### src/rtl/assert_macros.svh
// assertion macros for the ray box intersect block
// used by the top level only; no other dependencies
`ifndef ASSERT_MACROS_SVH
`define ASSERT_MACROS_SVH

// check a property on every rising clock edge outside reset
`define RBS_ASSERT(label, prop, msg) \
    label: assert property (@(posedge i_clk) disable iff (!i_rst_n) (prop)) else $error(msg);

// check a property on every rising clock edge, reset included
`define RBS_ASSERT_ALWAYS(label, prop, msg) \
    label: assert property (@(posedge i_clk) (prop)) else $error(msg);

`endif

### src/rtl/rbs_pkg.sv
// shared widths, constants and types for the ray box slab intersect block
// no dependencies
package rbs_pkg;

    localparam int AXES     = 3;
    localparam int LANES    = 2 * AXES;
    localparam int FIX_W    = 32;
    localparam int SIZE_W   = 31;
    localparam int DIFF_W   = 35;
    localparam int MAG_W    = DIFF_W - 1;
    localparam int FRAC_W   = 16;
    localparam int NUM_W    = MAG_W + FRAC_W;
    localparam int DEN_W    = FIX_W;
    localparam int QMAG_W   = 28;
    localparam int QBITS    = QMAG_W - 1;
    localparam int DIV_LAT  = QBITS + 1;
    localparam int Q_W      = QMAG_W + 1;
    localparam int IDX_W    = 3;

    localparam int IN_W     = 6 * FIX_W;
    localparam int OUT_W    = 72;

    // register indexes
    localparam logic [IDX_W-1:0] REG_CENTRE_X = 3'd0;
    localparam logic [IDX_W-1:0] REG_CENTRE_Y = 3'd1;
    localparam logic [IDX_W-1:0] REG_CENTRE_Z = 3'd2;
    localparam logic [IDX_W-1:0] REG_SIZE_X   = 3'd3;
    localparam logic [IDX_W-1:0] REG_SIZE_Y   = 3'd4;
    localparam logic [IDX_W-1:0] REG_SIZE_Z   = 3'd5;

    localparam logic [SIZE_W-1:0] SIZE_RESET  = 31'd65536;

    // start values of the near and far distances (-1000.0 and +1000.0)
    localparam logic signed [Q_W-1:0] T_NEAR0 = -29'sd65536000;
    localparam logic signed [Q_W-1:0] T_FAR0  = 29'sd65536000;

    // one divider lane operand set
    typedef struct packed {
        logic [NUM_W-1:0] num;
        logic [DEN_W-1:0] den;
        logic             neg;
    } t_lane_in;

    // per axis flags that bypass the dividers
    typedef struct packed {
        logic dzero;
        logic outside;
    } t_axis_flags;

endpackage

### src/rtl/rbs_front.sv
// front stage: box bounds, slab differences and divider operands per axis
// depends on rbs_pkg
module rbs_front (
    input  logic                              i_clk,
    input  logic                              i_en,
    input  logic [rbs_pkg::AXES*rbs_pkg::FIX_W-1:0]  i_centre,
    input  logic [rbs_pkg::AXES*rbs_pkg::SIZE_W-1:0] i_size,
    input  logic [rbs_pkg::AXES*rbs_pkg::FIX_W-1:0]  i_origin,
    input  logic [rbs_pkg::AXES*rbs_pkg::FIX_W-1:0]  i_dir,
    output rbs_pkg::t_lane_in                 o_lane [rbs_pkg::LANES],
    output rbs_pkg::t_axis_flags              o_flags [rbs_pkg::AXES]
);

    rbs_pkg::t_lane_in    r_lane [rbs_pkg::LANES];
    rbs_pkg::t_axis_flags r_flags [rbs_pkg::AXES];
    rbs_pkg::t_lane_in    n_lane [rbs_pkg::LANES];
    rbs_pkg::t_axis_flags n_flags [rbs_pkg::AXES];

    // bounds, differences and magnitudes for each axis
    always_comb begin
        logic signed [rbs_pkg::DIFF_W-1:0] c, h, o, lo, hi, d1, d2;
        logic [rbs_pkg::FIX_W-1:0]         d;
        logic [rbs_pkg::SIZE_W-1:0]        s;
        logic [rbs_pkg::MAG_W-1:0]         m1, m2;
        logic [rbs_pkg::DEN_W-1:0]         dm;
        for (int a = 0; a < rbs_pkg::AXES; a++) begin
            c  = rbs_pkg::DIFF_W'($signed(i_centre[a*rbs_pkg::FIX_W +: rbs_pkg::FIX_W]));
            o  = rbs_pkg::DIFF_W'($signed(i_origin[a*rbs_pkg::FIX_W +: rbs_pkg::FIX_W]));
            s  = i_size[a*rbs_pkg::SIZE_W +: rbs_pkg::SIZE_W];
            h  = $signed({5'd0, s[rbs_pkg::SIZE_W-1:1]});
            d  = i_dir[a*rbs_pkg::FIX_W +: rbs_pkg::FIX_W];
            lo = c - h;
            hi = c + h;
            d1 = lo - o;
            d2 = hi - o;
            m1 = d1[rbs_pkg::DIFF_W-1] ? rbs_pkg::MAG_W'(-d1) : rbs_pkg::MAG_W'(d1);
            m2 = d2[rbs_pkg::DIFF_W-1] ? rbs_pkg::MAG_W'(-d2) : rbs_pkg::MAG_W'(d2);
            dm = d[rbs_pkg::FIX_W-1] ? (~d + 1'b1) : d;
            n_lane[2*a].num   = {m1, 16'd0};
            n_lane[2*a].den   = dm;
            n_lane[2*a].neg   = d1[rbs_pkg::DIFF_W-1] ^ d[rbs_pkg::FIX_W-1];
            n_lane[2*a+1].num = {m2, 16'd0};
            n_lane[2*a+1].den = dm;
            n_lane[2*a+1].neg = d2[rbs_pkg::DIFF_W-1] ^ d[rbs_pkg::FIX_W-1];
            n_flags[a].dzero   = (d == '0);
            n_flags[a].outside = (o < lo) || (o > hi);
        end
    end

    // operand register
    always_ff @(posedge i_clk) begin
        if (i_en) begin
            r_lane  <= n_lane;
            r_flags <= n_flags;
        end
    end

    assign o_lane  = r_lane;
    assign o_flags = r_flags;

endmodule

### config.mk
export PLATFORM = sky130hd
export DESIGN_NAME = rbs_front
export DESIGN_NICKNAME = d
export VERILOG_FILES = /design/src/rtl/assert_macros.svh /design/src/rtl/rbs_pkg.sv /design/src/rtl/rbs_front.sv
export SDC_FILE = /design/constraint.sdc
export NUM_CORES = 1
export LEC_CHECK = 0
export ABC_AREA = 0
export BUFFER_PORTS_ARGS = -buffer_cell sky130_fd_sc_hd__buf_2
export CAP_MARGIN = 20
export CORE_AREA = 2 2 342 344
export DETAILED_ROUTE_END_ITERATION = 10
export DIE_AREA = 0 0 344 346
export PLACE_DENSITY = 0.55
export SYNTH_ARGS = -nofsm -noshare
export SYNTH_HDL_FRONTEND = slang
export SYNTH_SLANG_ARGS = --single-unit
### constraint.sdc
create_clock -name i_clk -period 8.28 [get_ports i_clk]
set_input_delay 1.656 -clock i_clk [delete_from_list [all_inputs] [get_ports i_clk]]
set_output_delay 1.656 -clock i_clk [all_outputs]
set_load 0.03 [all_outputs]
Word level (Yosys, flattened, before mapping)
Cells that the tools add are included.
{ "word_totals": {"romBits": 0, "out_inout_bits": 504, "mem_count": 0, "latch_bits": 0, "inputBits": 383, "ram_bits": 0, "regBits": 312} }
{ "op_classes": {"div_mod_pow": 0, "bitwise_logic": 9, "n_mul": 0, "shifts": 0, "muxes": 9, "order_cmp": 6, "eq_ne": 0, "add_sub_neg": 21, "reduce_logical": 6} }
{ "op_table": {"columns": ["cell", "n"], "rows": [
  ["2-to-1 mux 34 bit", 6],
  ["negator 34 bit", 6],
  ["subtractor 33 x 32 -> 34 bit", 6],
  ["adder 32 x 31 -> 33 bit", 3],
  ["greater-than comparator 32 x 33 -> 1 bit", 3],
  ["< comparator 32 x 33 -> 1 bit", 3],
  ["subtractor 32 x 31 -> 33 bit", 3],
  ["adder 32 x 1 -> 32 bit (second input constant)", 3],
  ["zero test 32 bit", 3],
  ["inverter 32 bit", 3],
  ["2-to-1 mux 31 bit", 3],
  ["bitwise XOR 1 bit", 6],
  ["logical OR 1 bit", 3]
]} }

Longest topological paths before layout
{ "logic_depth": {"depth_word": 4, "mapped_depth": 29} }

Least setup slack after synthesis
Ideal clock, no wire load.
{ "synth_path": {"path_kind": "input-to-reg", "startpoint": "in i_centre[64] in the netlist's numbering", "endpoint": "reg r_lane, in the netlist o_lane[80], data pin", "required_ns": 8.015, "path_stages": 26, "arrival_time_ns": 6.807, "setup_slack_ns": 1.208, "n_path_buf": 0, "path_cell_list": "ha_1 > inv_1 > fa_1 > o21bai_1 > a21oi_1 > o21bai_1 > a2111oi_0 > o31ai_1 > a21o_1 > a21oi_1 > nor2_1 > nor2_1 > o21ai_0 > a21oi_1 > xor2_1 > ha_1 > and2_1 > nand2_1 > o31ai_1 > mux2_2 > or4_1 > nand4b_1 > or3_1 > nor3_2 > a21oi_1 > xor2_1"} }
{ "synth_rtl": {"columns": ["element", "line", "rtl"], "rows": [
  ["from (decl)", "rbs_front.sv:6", "input logic [rbs_pkg::AXES*rbs_pkg::FIX_W-1:0] i_centre,"],
  ["to (signal assigned)", "rbs_front.sv:53", "r_lane <= n_lane;"],
  ["to (decl)", "rbs_front.sv:14", "rbs_pkg::t_lane_in r_lane [rbs_pkg::LANES];"]
]} }

==> key figures <==
Clocking
  • CTS Sinks: 312
  • Clock Path Buffers: 3
  • Root buffer cell: clkbuf_16
  • CTS resizes: 0
  • H-tree depth: 2
  • Setup Buffers After CTS: 0
  • CTS buffer count: 43
  • CTS tree: done
  • Worst-path clk slew: 60 ps
  • Hold_buf cts: 0

Synthesis
  • Mapped cell area: 37700 um2
  • Warnings from Yosys: 0
  • Post-synth EDFFs: 312
  • Yosys cell types: 107
  • FF+latch count, synth: 312
  • Asr flop ratio synth: 0%
  • Mapped Cells: 4533
  • Top FF cell, synth: edfxtp_1
  • Mean Syn Cell Area: 8.32 um2
  • Seq/Total Area, Yosys: 24.8%

GRT
  • Vias in the first global route: 32800
  • Largest net degree at the start of global routing: 120
  • Gr ovfl total: 0
  • Initial antenna violation count: 21
  • First-pass GRT wire length: 193000 um
  • GRT Total Usage: 20.8%

Die
  • Core Rows: 125
  • Die height: 346 um
  • DIE WIDTH: 344 um
  • Initial Util: 32.7%
  • Die area: 119000 um2
  • Core box area: 115000 um2
  • I/O pins: 887

Route
  • Vias: 35100
  • Detailed Route WL: 131000 um
  • WL per Instance: 19.5 um
  • Starting DRT DRC Count: 2322
  • First drt pass iteration count: 8
  • Via/cell ratio: 5.21
  • Post-DRT Antenna Nets: 0
  • # DRC: 0

Pwr
  • Peak supply drop: 0.171 mV
  • Power Total: 11.6 mW
  • Pwr/cell area: 265 nW/um2
  • Leakage: 19.3 nW

Cells and area
  • Sequential cell area: 9370 um2
  • Fill count: 12100
  • Multi-input logic area: 25500 um2
  • Finished Layout Cells: 6731
  • Synth-to-layout area growth: 16.2%
  • Layout cell share with drive strength beyond 1: 18.7%
  • Final net count: 5953

STA
  • Fin Setup TNS: 0 ps
  • Max Clock Freq: 0.134 GHz
  • Final Hold Fails: 0
  • Worst-margin pin slew: 997 ps
  • RSZ-0062 raised after global routing: false
  • Max Slew Vio Count: 0
  • Minimum clock period: 7470 ps
  • Max_slew headroom: 32.1%
  • # setup viols final: 0
  • Worst setup margin: 806 ps
  • Crit share post-route: 90.3%

Placement
  • Post-place setup slack: 294 ps
  • Placed cells: 6644
  • I/O Buffers: 787
  • Routability cong.: 0.939
  • Post-DP HPWL: 110000 um

Worst setup path
  • Max Fanout on Critical Path: 7
  • CP max stage delay: 590 ps
  • Most used cell, CP: xnor2_1
  • Crit Path Class: primary input to flip-flop
  • Critical Path RT: 8630 ps
  • Setup crit start kind: primary input
  • CP max-delay cell: or4_4
  • Critical path arrival: 7820 ps
  • Crit end category: flip-flop

Run
  • Max-cap violations: 0

Outcome
  • Outcome: finished, final reports clean

Worst hold path
  • Worst hold path class: primary input to flip-flop
  • Hold path depth: 1
  • Worst Hold Launch: i_dir[0]
  • Min-Delay Endpoint: o_lane[333]
==> cell usage in the layout, fill, tap and decap left out, types with 11 or more instances in the layout <==
cell | synthesis | routed
a211o_1 | 13 | 13
a211oi_1 | 30 | 30
a21boi_0 | 11 | 11
a21o_1 | 140 | 140
a21oi_1 | 358 | 358
a31o_2 | 12 | 12
a31oi_1 | 45 | 44
and2_1 | 24 | 24
and3_1 | 34 | 34
buf_2 | 5 | 786
buf_4 | 192 | 36
clkbuf_16 | 0 | 44
conb_1 | 1 | 96
edfxtp_1 | 312 | 312
fa_1 | 12 | 12
ha_1 | 393 | 393
inv_1 | 351 | 351
mux2i_1 | 12 | 11
nand2_1 | 267 | 267
nand2b_1 | 73 | 73
nand3_1 | 88 | 88
nand4_1 | 48 | 48
nor2_1 | 376 | 376
nor2b_1 | 66 | 66
nor3_1 | 102 | 102
nor4_1 | 30 | 30
o211ai_1 | 22 | 22
o21a_1 | 52 | 52
o21ai_0 | 242 | 242
o21bai_1 | 70 | 70
o22ai_1 | 13 | 13
o31a_1 | 16 | 16
o31ai_1 | 86 | 85
o41ai_1 | 21 | 21
or2_2 | 18 | 18
or3_1 | 55 | 55
or4_1 | 13 | 13
xnor2_1 | 433 | 433
xor2_1 | 158 | 158
==> per-stage QoR <==
stage	hold slack (ps)	utilization [%]	instance area, um2
floorplan	1750	-	38100
detailed placement	1870	36.7	42300
global placement	1860	36.7	42300
finish	1250	38.0	43800
global route	1220	38.0	43800
CTS	1200	38.0	43800
==> worst max-delay path, delay by kind of cell <==
kind | cells | cell delay (ps)
XOR/XNOR | 3 | 410
adder cells (fa/ha/maj) | 3 | 970
AO/OA/AOI/OAI | 10 | 2670
AND/OR/NAND/NOR | 7 | 1820
buffers and inverters | 3 | 260
==> worst max path at each step <==
stage	from	to	slack, ps
floorplan	i_centre[64]	o_lane[80]	1210
global placement	i_centre[0]	o_lane[411]	300
detailed placement	i_centre[64]	o_lane[81]	290
CTS	i_centre[64]	o_lane[81]	900
global route	i_centre[64]	o_lane[81]	230
finish	i_centre[32]	o_lane[245]	810
==> cells by family (layout without fill, tap and decap cells) <==
group | Yosys count | after routing | share of synthesized area, %
muxes | 13 | 13 | 0.348
xor gates and xnor gates | 591 | 591 | 13.7
DFF | 312 | 312 | 24.8
buffers and inverters | 685 | 1256 | 8.74
and+or+nand+nor | 1261 | 1261 | 16.6
adders and majority gates | 405 | 405 | 13.7
AOI/OAI and AO/OA | 1265 | 1265 | 22.1
other | 1 | 104 | 0.00994
==> power breakdown <==
part	switching, mW	internal, mW
logic	4.52	2.36
registers	0.256	2.47
clock network	0.814	1.20
total	5.59	6.02
==> sequential cells by signal (all words and copies together), names as in the netlist <==
register  cells
o_lane      306
o_flags       6
==> synthesized netlist by cell type, types with 22 or more instances <==
cell	instances	area share [%]
clkbuf_1	133	1.3
o21a_1	52	1.0
and3_1	34	0.56
or3_1	55	0.91
o211ai_1	22	0.44
a211oi_1	30	0.60
nor4_1	30	0.50
o21bai_1	70	1.4
xnor2_1	433	10
nor2_1	376	3.7
nor3_1	102	1.4
nand2b_1	73	1.2
a21oi_1	358	4.7
nand2_1	267	2.7
xor2_1	158	3.7
a21o_1	140	2.8
nand3_1	88	1.2
ha_1	393	13
o31ai_1	86	1.7
nor2b_1	66	1.1
inv_1	351	3.5
buf_4	192	3.8
o21ai_0	242	3.2
a31oi_1	45	0.75
and2_1	24	0.40
nand4_1	48	0.80
edfxtp_1	312	25
==> routing by layer <==
metal | up-vias | global-route usage [%] | wire [um]
met5 | - | 0 | 12
met4 | 2 | 5.43 | 3280
met3 | 157 | 2.70 | 8230
met2 | 1151 | 34.8 | 61100
met1 | 16500 | 28.1 | 58500
li1 | 17200 | - | -
==> area by class of cell <==
cell class	count	share of cell area [%]
Clock inverter	32	0.885
Inverter	352	3.01
Tap cell	1524	4.35
Antenna cell	8	0.0457
Timing Repair Buffer	825	9.72
Clock buffer	47	2.54
Sequential cell	312	21.4
Multi-Input combinational cell	3631	58.1
Power figures use the tool's default switching activity.
