--- config.mk ---
export PLATFORM = sky130hd
export DESIGN_NAME = rbs_fold
export DESIGN_NICKNAME = d
export VERILOG_FILES = /design/src/rtl/assert_macros.svh /design/src/rtl/rbs_pkg.sv /design/src/rtl/rbs_fold.sv
export SDC_FILE = /design/constraint.sdc
export NUM_CORES = 1
export LEC_CHECK = 0
export BUFFER_PORTS_ARGS = -buffer_cell sky130_fd_sc_hd__buf_2
export CORE_MARGIN = 1.5
export CORE_UTILIZATION = 55
export CTS_CLUSTER_DIAMETER = 40
export DETAILED_ROUTE_END_ITERATION = 16
export GPL_TIMING_DRIVEN = 0
export PLACE_DENSITY = 0.83
export SLEW_MARGIN = 20
export SYNTH_ARGS = -nofsm -noshare
export SYNTH_HDL_FRONTEND = slang
export SYNTH_SLANG_ARGS = --single-unit
--- constraint.sdc ---
create_clock -name i_clk -period 7.08 [get_ports i_clk]
set_clock_uncertainty 0.1 [all_clocks]
set_input_delay 1.416 -clock i_clk [delete_from_list [all_inputs] [get_ports i_clk]]
set_output_delay 1.416 -clock i_clk [all_outputs]
set_load 0.1 [all_outputs]
--- src/rtl/assert_macros.svh ---
// assertion macros for the ray box intersect block
// used by the top level only; no other dependencies
`ifndef ASSERT_MACROS_SVH
`define ASSERT_MACROS_SVH

// check a property on every rising clock edge outside reset
`define RBS_ASSERT(label, prop, msg) \
    label: assert property (@(posedge i_clk) disable iff (!i_rst_n) (prop)) else $error(msg);

// check a property on every rising clock edge, reset included
`define RBS_ASSERT_ALWAYS(label, prop, msg) \
    label: assert property (@(posedge i_clk) (prop)) else $error(msg);

`endif

--- src/rtl/rbs_pkg.sv ---
// shared widths, constants and types for the ray box slab intersect block
// no dependencies
package rbs_pkg;

    localparam int AXES     = 3;
    localparam int LANES    = 2 * AXES;
    localparam int FIX_W    = 32;
    localparam int SIZE_W   = 31;
    localparam int DIFF_W   = 35;
    localparam int MAG_W    = DIFF_W - 1;
    localparam int FRAC_W   = 16;
    localparam int NUM_W    = MAG_W + FRAC_W;
    localparam int DEN_W    = FIX_W;
    localparam int QMAG_W   = 28;
    localparam int QBITS    = QMAG_W - 1;
    localparam int DIV_LAT  = QBITS + 1;
    localparam int Q_W      = QMAG_W + 1;
    localparam int IDX_W    = 3;

    localparam int IN_W     = 6 * FIX_W;
    localparam int OUT_W    = 72;

    // register indexes
    localparam logic [IDX_W-1:0] REG_CENTRE_X = 3'd0;
    localparam logic [IDX_W-1:0] REG_CENTRE_Y = 3'd1;
    localparam logic [IDX_W-1:0] REG_CENTRE_Z = 3'd2;
    localparam logic [IDX_W-1:0] REG_SIZE_X   = 3'd3;
    localparam logic [IDX_W-1:0] REG_SIZE_Y   = 3'd4;
    localparam logic [IDX_W-1:0] REG_SIZE_Z   = 3'd5;

    localparam logic [SIZE_W-1:0] SIZE_RESET  = 31'd65536;

    // start values of the near and far distances (-1000.0 and +1000.0)
    localparam logic signed [Q_W-1:0] T_NEAR0 = -29'sd65536000;
    localparam logic signed [Q_W-1:0] T_FAR0  = 29'sd65536000;

    // one divider lane operand set
    typedef struct packed {
        logic [NUM_W-1:0] num;
        logic [DEN_W-1:0] den;
        logic             neg;
    } t_lane_in;

    // per axis flags that bypass the dividers
    typedef struct packed {
        logic dzero;
        logic outside;
    } t_axis_flags;

endpackage

--- src/rtl/rbs_fold.sv ---
// back end: signed distances, per axis ordering, near/far fold and result beat
// depends on rbs_pkg
module rbs_fold (
    input  logic                         i_clk,
    input  logic                         i_en,
    input  logic [rbs_pkg::QMAG_W-1:0]   i_mag [rbs_pkg::LANES],
    input  logic                         i_neg [rbs_pkg::LANES],
    input  rbs_pkg::t_axis_flags         i_flags [rbs_pkg::AXES],
    output logic                         o_hit,
    output logic [rbs_pkg::FIX_W-1:0]    o_t_near,
    output logic [rbs_pkg::FIX_W-1:0]    o_t_far
);

    logic signed [rbs_pkg::Q_W-1:0] r_lo [rbs_pkg::AXES];
    logic signed [rbs_pkg::Q_W-1:0] r_hi [rbs_pkg::AXES];
    logic                           r_miss1;
    logic signed [rbs_pkg::Q_W-1:0] r_near, r_far;
    logic                           r_miss2;
    logic                           r_hit;
    logic [rbs_pkg::FIX_W-1:0]      r_t_near, r_t_far;

    logic signed [rbs_pkg::Q_W-1:0] n_lo [rbs_pkg::AXES];
    logic signed [rbs_pkg::Q_W-1:0] n_hi [rbs_pkg::AXES];
    logic                           n_miss1;
    logic signed [rbs_pkg::Q_W-1:0] n_near, n_far;
    logic                           n_hit;

    // apply signs and order each axis pair; zero direction adds no limit
    always_comb begin
        logic signed [rbs_pkg::Q_W-1:0] q1, q2, m1, m2;
        n_miss1 = 1'b0;
        for (int a = 0; a < rbs_pkg::AXES; a++) begin
            m1 = $signed({1'b0, i_mag[2*a]});
            m2 = $signed({1'b0, i_mag[2*a+1]});
            q1 = i_neg[2*a]   ? -m1 : m1;
            q2 = i_neg[2*a+1] ? -m2 : m2;
            if (i_flags[a].dzero) begin
                n_lo[a] = rbs_pkg::T_NEAR0;
                n_hi[a] = rbs_pkg::T_FAR0;
                n_miss1 = n_miss1 | i_flags[a].outside;
            end else if (q1 > q2) begin
                n_lo[a] = q2;
                n_hi[a] = q1;
            end else begin
                n_lo[a] = q1;
                n_hi[a] = q2;
            end
        end
    end

    // fold all axes into near and far
    always_comb begin
        n_near = rbs_pkg::T_NEAR0;
        n_far  = rbs_pkg::T_FAR0;
        for (int a = 0; a < rbs_pkg::AXES; a++) begin
            if (r_lo[a] > n_near) n_near = r_lo[a];
            if (r_hi[a] < n_far)  n_far  = r_hi[a];
        end
    end

    assign n_hit = !r_miss2 && (r_near <= r_far) && !r_far[rbs_pkg::Q_W-1];

    // stage registers and result register
    always_ff @(posedge i_clk) begin
        if (i_en) begin
            r_lo     <= n_lo;
            r_hi     <= n_hi;
            r_miss1  <= n_miss1;
            r_near   <= n_near;
            r_far    <= n_far;
            r_miss2  <= r_miss1;
            r_hit    <= n_hit;
            r_t_near <= n_hit ? rbs_pkg::FIX_W'(r_near) : '0;
            r_t_far  <= n_hit ? rbs_pkg::FIX_W'(r_far)  : '0;
        end
    end

    assign o_hit    = r_hit;
    assign o_t_near = r_t_near;
    assign o_t_far  = r_t_far;

endmodule

---- Word level (Yosys, flattened, before mapping) ----
Cells that the tools add are included.
W data, S select, Z words.
word-level totals
  register bits after elaboration ......... 293
  latch bits .............................. 0
  bits in writable memories ............... 0
  ROM bits ................................ 0
  input port bits ......................... 182
  output and inout bits ................... 65
  word-level logic and storage cells ...... 56
  memories kept ........................... 0
cells by class
  add/sub/neg operators ................... 6
  multipliers ............................. 0
  divide/modulo/power cells ............... 0
  magnitude comparators ................... 10
  equal/unequal tests ..................... 0
  shifts and indexed selects .............. 0
  muxes and demuxes ....................... 21
  bitwise operators ....................... 2
  reduce and logical (&&, ||, !) cells .... 4
operator list
  cell                    count
  $mux W29                18
  $neg A28 Y29            6
  $gt A29 B29 Y1          5
  $lt A29 B29 Y1          2
  $gt A29 B27 Y1 const B  1
  $le A29 B29 Y1          1
  $lt A29 B27 Y1 const B  1
  $mux W1                 3
  $logic_and A1 B1 Y1     2
  $logic_not A1 Y1        2
  $or A1 B1 Y1            2

---- Logic depth before layout (Yosys ltp) ----
  depth in word-level cells ............... 6
  mapped depth ............................ 28

---- Least setup slack after synthesis ----
Ideal clock, no wire load.
  path type ............................... register to register
  start ................................... reg r_hi[86] (netlist name)
  end ..................................... reg r_far[20] (netlist name) (data pin)
  library setup time ...................... 0.260 ns
  arrival ................................. 6.254 ns
  data required time ...................... 6.720 ns
  setup slack ............................. 0.466 ns
  cell stages (with the launch flop) ...... 28
  buffers on the path ..................... 6
  path through ............................ edfxtp_1 nor3_1 o21ai_0 ha_1 clkbuf_1 clkbuf_1 nand2b_1 ha_1 a21o_1 a221o_1 a22oi_1 o211ai_1 nor2_1 xnor2_1 buf_2 buf_2 mux2i_1 inv_1 ha_1 a2111oi_0 o21ai_0 o2111ai_1 a21oi_1 or4b_2 o31ai_1 buf_2 buf_2 mux2_2
between the ends
  word-level cells in the longest chain between the ends .. 6
ends and longest elaborated chain
  element                 RTL line        text
  start, declared         rbs_fold.sv:15  logic signed [rbs_pkg::Q_W-1:0] r_hi [rbs_pkg::AXES];
  start signal, assigned  rbs_fold.sv:67  r_hi <= n_hi;
  $lt A29 B27 Y1          rbs_fold.sv:57  if (r_hi[a] < n_far) n_far = r_hi[a];
  $mux W29 (*)            rbs_fold.sv:57
  $lt A29 B29 Y1          rbs_fold.sv:57
  $mux W29 (*)            rbs_fold.sv:57
  $lt A29 B29 Y1          rbs_fold.sv:57
  $mux W29 (*)            rbs_fold.sv:57
  via n_far (one bit)     rbs_fold.sv:25  logic signed [rbs_pkg::Q_W-1:0] n_near, n_far;
  end signal, assigned    rbs_fold.sv:70  r_far <= n_far;
  end, declared           rbs_fold.sv:17  logic signed [rbs_pkg::Q_W-1:0] r_near, r_far;
Mark *: on every way through the listed nets, which the timed path passes. The rest lies on a longest branch.
A chain may end at the register's enable or synchronous reset.

---- Worst setup path in the final report ----
  start ................................... reg r_lo[72] (netlist name)
  end ..................................... reg r_near[21] (netlist name) (data pin)
between the ends
  word-level cells in the longest chain between the ends .. 6
ends and longest elaborated chain
  element                 RTL line        text
  start, declared         rbs_fold.sv:14  logic signed [rbs_pkg::Q_W-1:0] r_lo [rbs_pkg::AXES];
  start signal, assigned  rbs_fold.sv:66  r_lo <= n_lo;
  $gt A29 B27 Y1          rbs_fold.sv:56  if (r_lo[a] > n_near) n_near = r_lo[a];
  $mux W29 (*)            rbs_fold.sv:56
  $gt A29 B29 Y1          rbs_fold.sv:56
  $mux W29 (*)            rbs_fold.sv:56
  $gt A29 B29 Y1          rbs_fold.sv:56
  $mux W29 (*)            rbs_fold.sv:56
  via n_near (one bit)    rbs_fold.sv:25
  end signal, assigned    rbs_fold.sv:69  r_near <= n_near;
  end, declared           rbs_fold.sv:17
Marks and branches as above.

==> out/qor.txt <==
CP Max Fanout -> 10
Worst setup SP type -> register
Total CTS buffers -> 39
Final count of negative-setup-slack endpoints -> 0
Final Net Count -> 2972
Final instance area -> 0.02646 mm²
Worst R2R Start -> r_lo[72]
Sequential Power Share -> 0.312
CP Class -> register to register
Placed cell area -> 0.02488 mm²
Min Tclk post-route -> 6.936 ns
Failing checks -> DRC
Pre-CTS WS -> -1.215 ns
DR DRC count -> 8
Initial Util -> 0.5588
Max-slew headroom -> 0.3870
CP arrival -> 7.19 ns
Switch Pwr -> 3336 µW
Drt wl/cell -> 21.61 µm
Die Area -> 0.04291 mm²
Vias in the first global route -> 18217
Die X -> 207.1 µm
Port bufs -> 240
Global placement routability congestion -> 0.9868
Initial antenna violation count -> 1
Peak Freq -> 144.2 MHz
Hold path depth -> 0
CTS sink cnt -> 293
First-pass GRT wire length -> 102.1 mm
Count of cell types in the netlist -> 71
Mapped Avg Cell Area -> 10.12 µm²
Synth top area cells -> edfxtp_1 (38%), ha_1 (13%), mux2_2 (7.5%)
Top-area cell type share of the netlist area -> 0.3838
Synth warnings -> 0
Core ar. -> 0.04102 mm²
I/O pin total -> 247
Worst-skew pair later-pin latency -> 0.56 ns
Largest area contributor in the synthesized netlist -> edfxtp_1
Internal power -> 4982 µW
Sequential fraction of the synthesis area -> 0.3838
CTS Buffer Depth -> 3
Worst IR drop on VDD -> 0.2102 mV
Area Growth Syn to Fin -> 15.41%
Hold Slack -> 0.3286 ns
Die height -> 207.1 µm
Final Hold Viols -> 0
Period utilization -> 0.9796
Number of slew-limit violations in the final report -> 0
Crit path from -> r_lo[72]
Share of cells above drive strength 1 -> 0.2044
Crit. End Element -> register
Async set-reset flop share out of synthesis -> 0
Grt ovf -> 0
Max cap viols -> 0
Hold path start -> r_miss1
Synth Register Bits -> 293
CTS clk-pin slew, worst paths -> 0.06 ns
N_diodes -> 0
Largest net degree at the start of global routing -> 96
Most frequent cell after synthesis -> edfxtp_1
R2R cell count -> 26
Total number of vias -> 18875
Syn nets -> 2685
Initial DRC count -> 1766
DR vias/cell -> 6.059
Hold WC Path Type -> register to register
Hold Path End -> r_miss2
Synth Instances -> 2266
Synth Flop Type -> edfxtp_1
Root Buffer -> clkbuf_16
Hold Buf Count CTS -> 0
TNS Setup -> 0 ns
Critical R2R Capture -> r_near[21]
List of most frequent post-synthesis cells -> edfxtp_1 (293), ha_1 (237), inv_1 (178), mux2_2 (153), nor2_1 (133)
Clock Power Share -> 0.243
Post-route ant nets -> 0
CTS tree -> built
R2R Setup Slk -> 0.14 ns
Rows -> 74
Setup WS post-layout -> 0.1444 ns
WP data required -> 7.34 ns
Status -> complete, but fails checks
Pwr dens -> 314.4 mW/mm²
Post-detail-place hpwl -> 55.58 mm
Post-synth EDFFs -> 293
Pre-Repair DR Iteration Count -> 11
Overall Global Routing Usage -> 0.3060
Final WL -> 67.31 mm
Actual slew at the worst max-slew pin -> 0.9134 ns
Synth Cell Area -> 0.02292 mm²
Fill cells -> 3239
H-Tree Depth -> 2
Comb pwr share -> 0.444
LEAKAGE -> 0.01117 µW
Sw Ratio -> 0.4011
[cell type report]
cell class / instances / area (µm²) / share of cell area
repair buffers: 247 / 1324 / 0.05004
well taps: 532 / 665.6 / 0.02516
clock buffers: 39 / 975.9 / 0.03689
multi-input cells: 1695 / 13190 / 0.4985
plain buffers: 99 / 460.4 / 0.01740
inverters: 178 / 668.1 / 0.02526
flip-flops and latches: 293 / 8798 / 0.3326
clock inverters: 32 / 374.1 / 0.01414
[cell usage in the layout (no fill, tap or decap), drive strengths merged, types with 5 or more instances in the layout]
cell,synthesis,final
a2111oi,5,5
a211o,5,5
a211oi,33,33
a21o,29,29
a21oi,102,102
a31oi,10,10
and2,65,65
buf,22,269
clkbuf,78,116
clkinv,0,13
edfxtp,293,293
ha,237,237
inv,178,191
mux2,153,153
mux2i,84,84
nand2,130,130
nand2b,39,39
nand3,46,46
nand4,45,45
nor2,133,133
nor2b,40,40
nor3,37,37
nor3b,7,7
nor4,24,24
o211ai,16,16
o21a,18,18
o21ai,93,93
o31a,8,8
o31ai,60,60
o41ai,24,24
or2,5,5
or3,19,19
or4,26,26
xnor2,78,78
xor2,79,79
[state kept, by name, indices dropped and copies added, names as in the netlist]
| name | flops |
|---|---|
| o_hit | 1 |
| o_t_far | 29 |
| o_t_near | 29 |
| r_far | 29 |
| r_hi | 87 |
| r_lo | 87 |
| r_miss1 | 1 |
| r_miss2 | 1 |
| r_near | 29 |
[what timing repair did]
| action | in CTS | in global routing |
|---|---|---|
| resized for setup | 32 | 30 |
| buffers inserted | 0 | 4 |
| setup endpoints to repair | 58 | 58 |
| pin swaps | 2 | 2 |
[critical path, cell delays in order (launching register included)]
cell      delay, ns
edfxtp_1       0.40
nor4_1         0.33
nand4_1        0.15
nor4_1         0.20
nand4_1        0.13
o21a_1         0.24
buf_1          0.22
nand2_1        0.20
ha_1           0.28
a21oi_1        0.17
a21oi_1        0.10
a211oi_2       0.23
o21ai_0        0.15
nor4_1         0.31
mux2_2         0.39
clkbuf_2       0.24
clkbuf_4       0.28
mux2i_1        0.45
ha_1           0.27
nand2_1        0.08
nor3_2         0.44
nand3_1        0.11
o21ai_0        0.28
mux2i_1        0.17
a31oi_4        0.33
buf_6          0.23
mux2i_1        0.26
[metrics by stage]
step / total power (µW) / cells / util
floorplan: 5034 / 2266 / -
global placement: 5989 / 3038 / 0.6044
detailed placement: 6111 / 3041 / 0.6066
CTS: 8191 / 3111 / 0.6421
global route: 8704 / 3115 / 0.6450
finish: 8319 / 3115 / 0.6450
[worst max-delay path by stage]
stage                     slack [ns]    endpoint  cells past startpoint
after floorplan                 0.47   r_far[20]                     27
after global placement         -1.08   r_far[26]                     27
after detailed placement       -1.22   r_far[26]                     27
after CTS                       0.01   r_far[26]                     26
after global routing           -0.09   r_near[3]                     26
final                           0.14  r_near[21]                     26
[per-layer routing]
layer  wire, µm  global-route usage  up-vias
met2      30500              0.4974      810
met1      29630              0.4259     8999
met4       2129             0.09711        0
met5          0                   0        -
met3       5049             0.03957      108
li1           -                   -     8958
[kinds of logic (layout without fill, tap and decap cells)]
family | count (synthesis) | count (layout) | synth area share
other cells | 1 | 1 | 0.0001636
xor+xnor | 157 | 157 | 0.06032
mux | 237 | 237 | 0.1118
compound gates | 427 | 427 | 0.1227
simple gates | 636 | 636 | 0.1450
flops | 293 | 293 | 0.3838
buf+inv | 278 | 595 | 0.04678
fa+ha+maj | 237 | 237 | 0.1294
[power by group through the flow]
| stage | sequential (µW) | clock, µW | combinational [µW] |
|---|---|---|---|
| 5_1_grt | 2620 | 2110 | 3980 |
| 2_1_floorplan | 2910 | 0 | 2120 |
| 3_3_place_gp | 2630 | 0 | 3360 |
| 3_5_place_dp | 2620 | 0 | 3490 |
| 6_report | 2600 | 2020 | 3700 |
| 4_1_cts | 2590 | 2030 | 3570 |
Power figures use the tool's default switching activity.
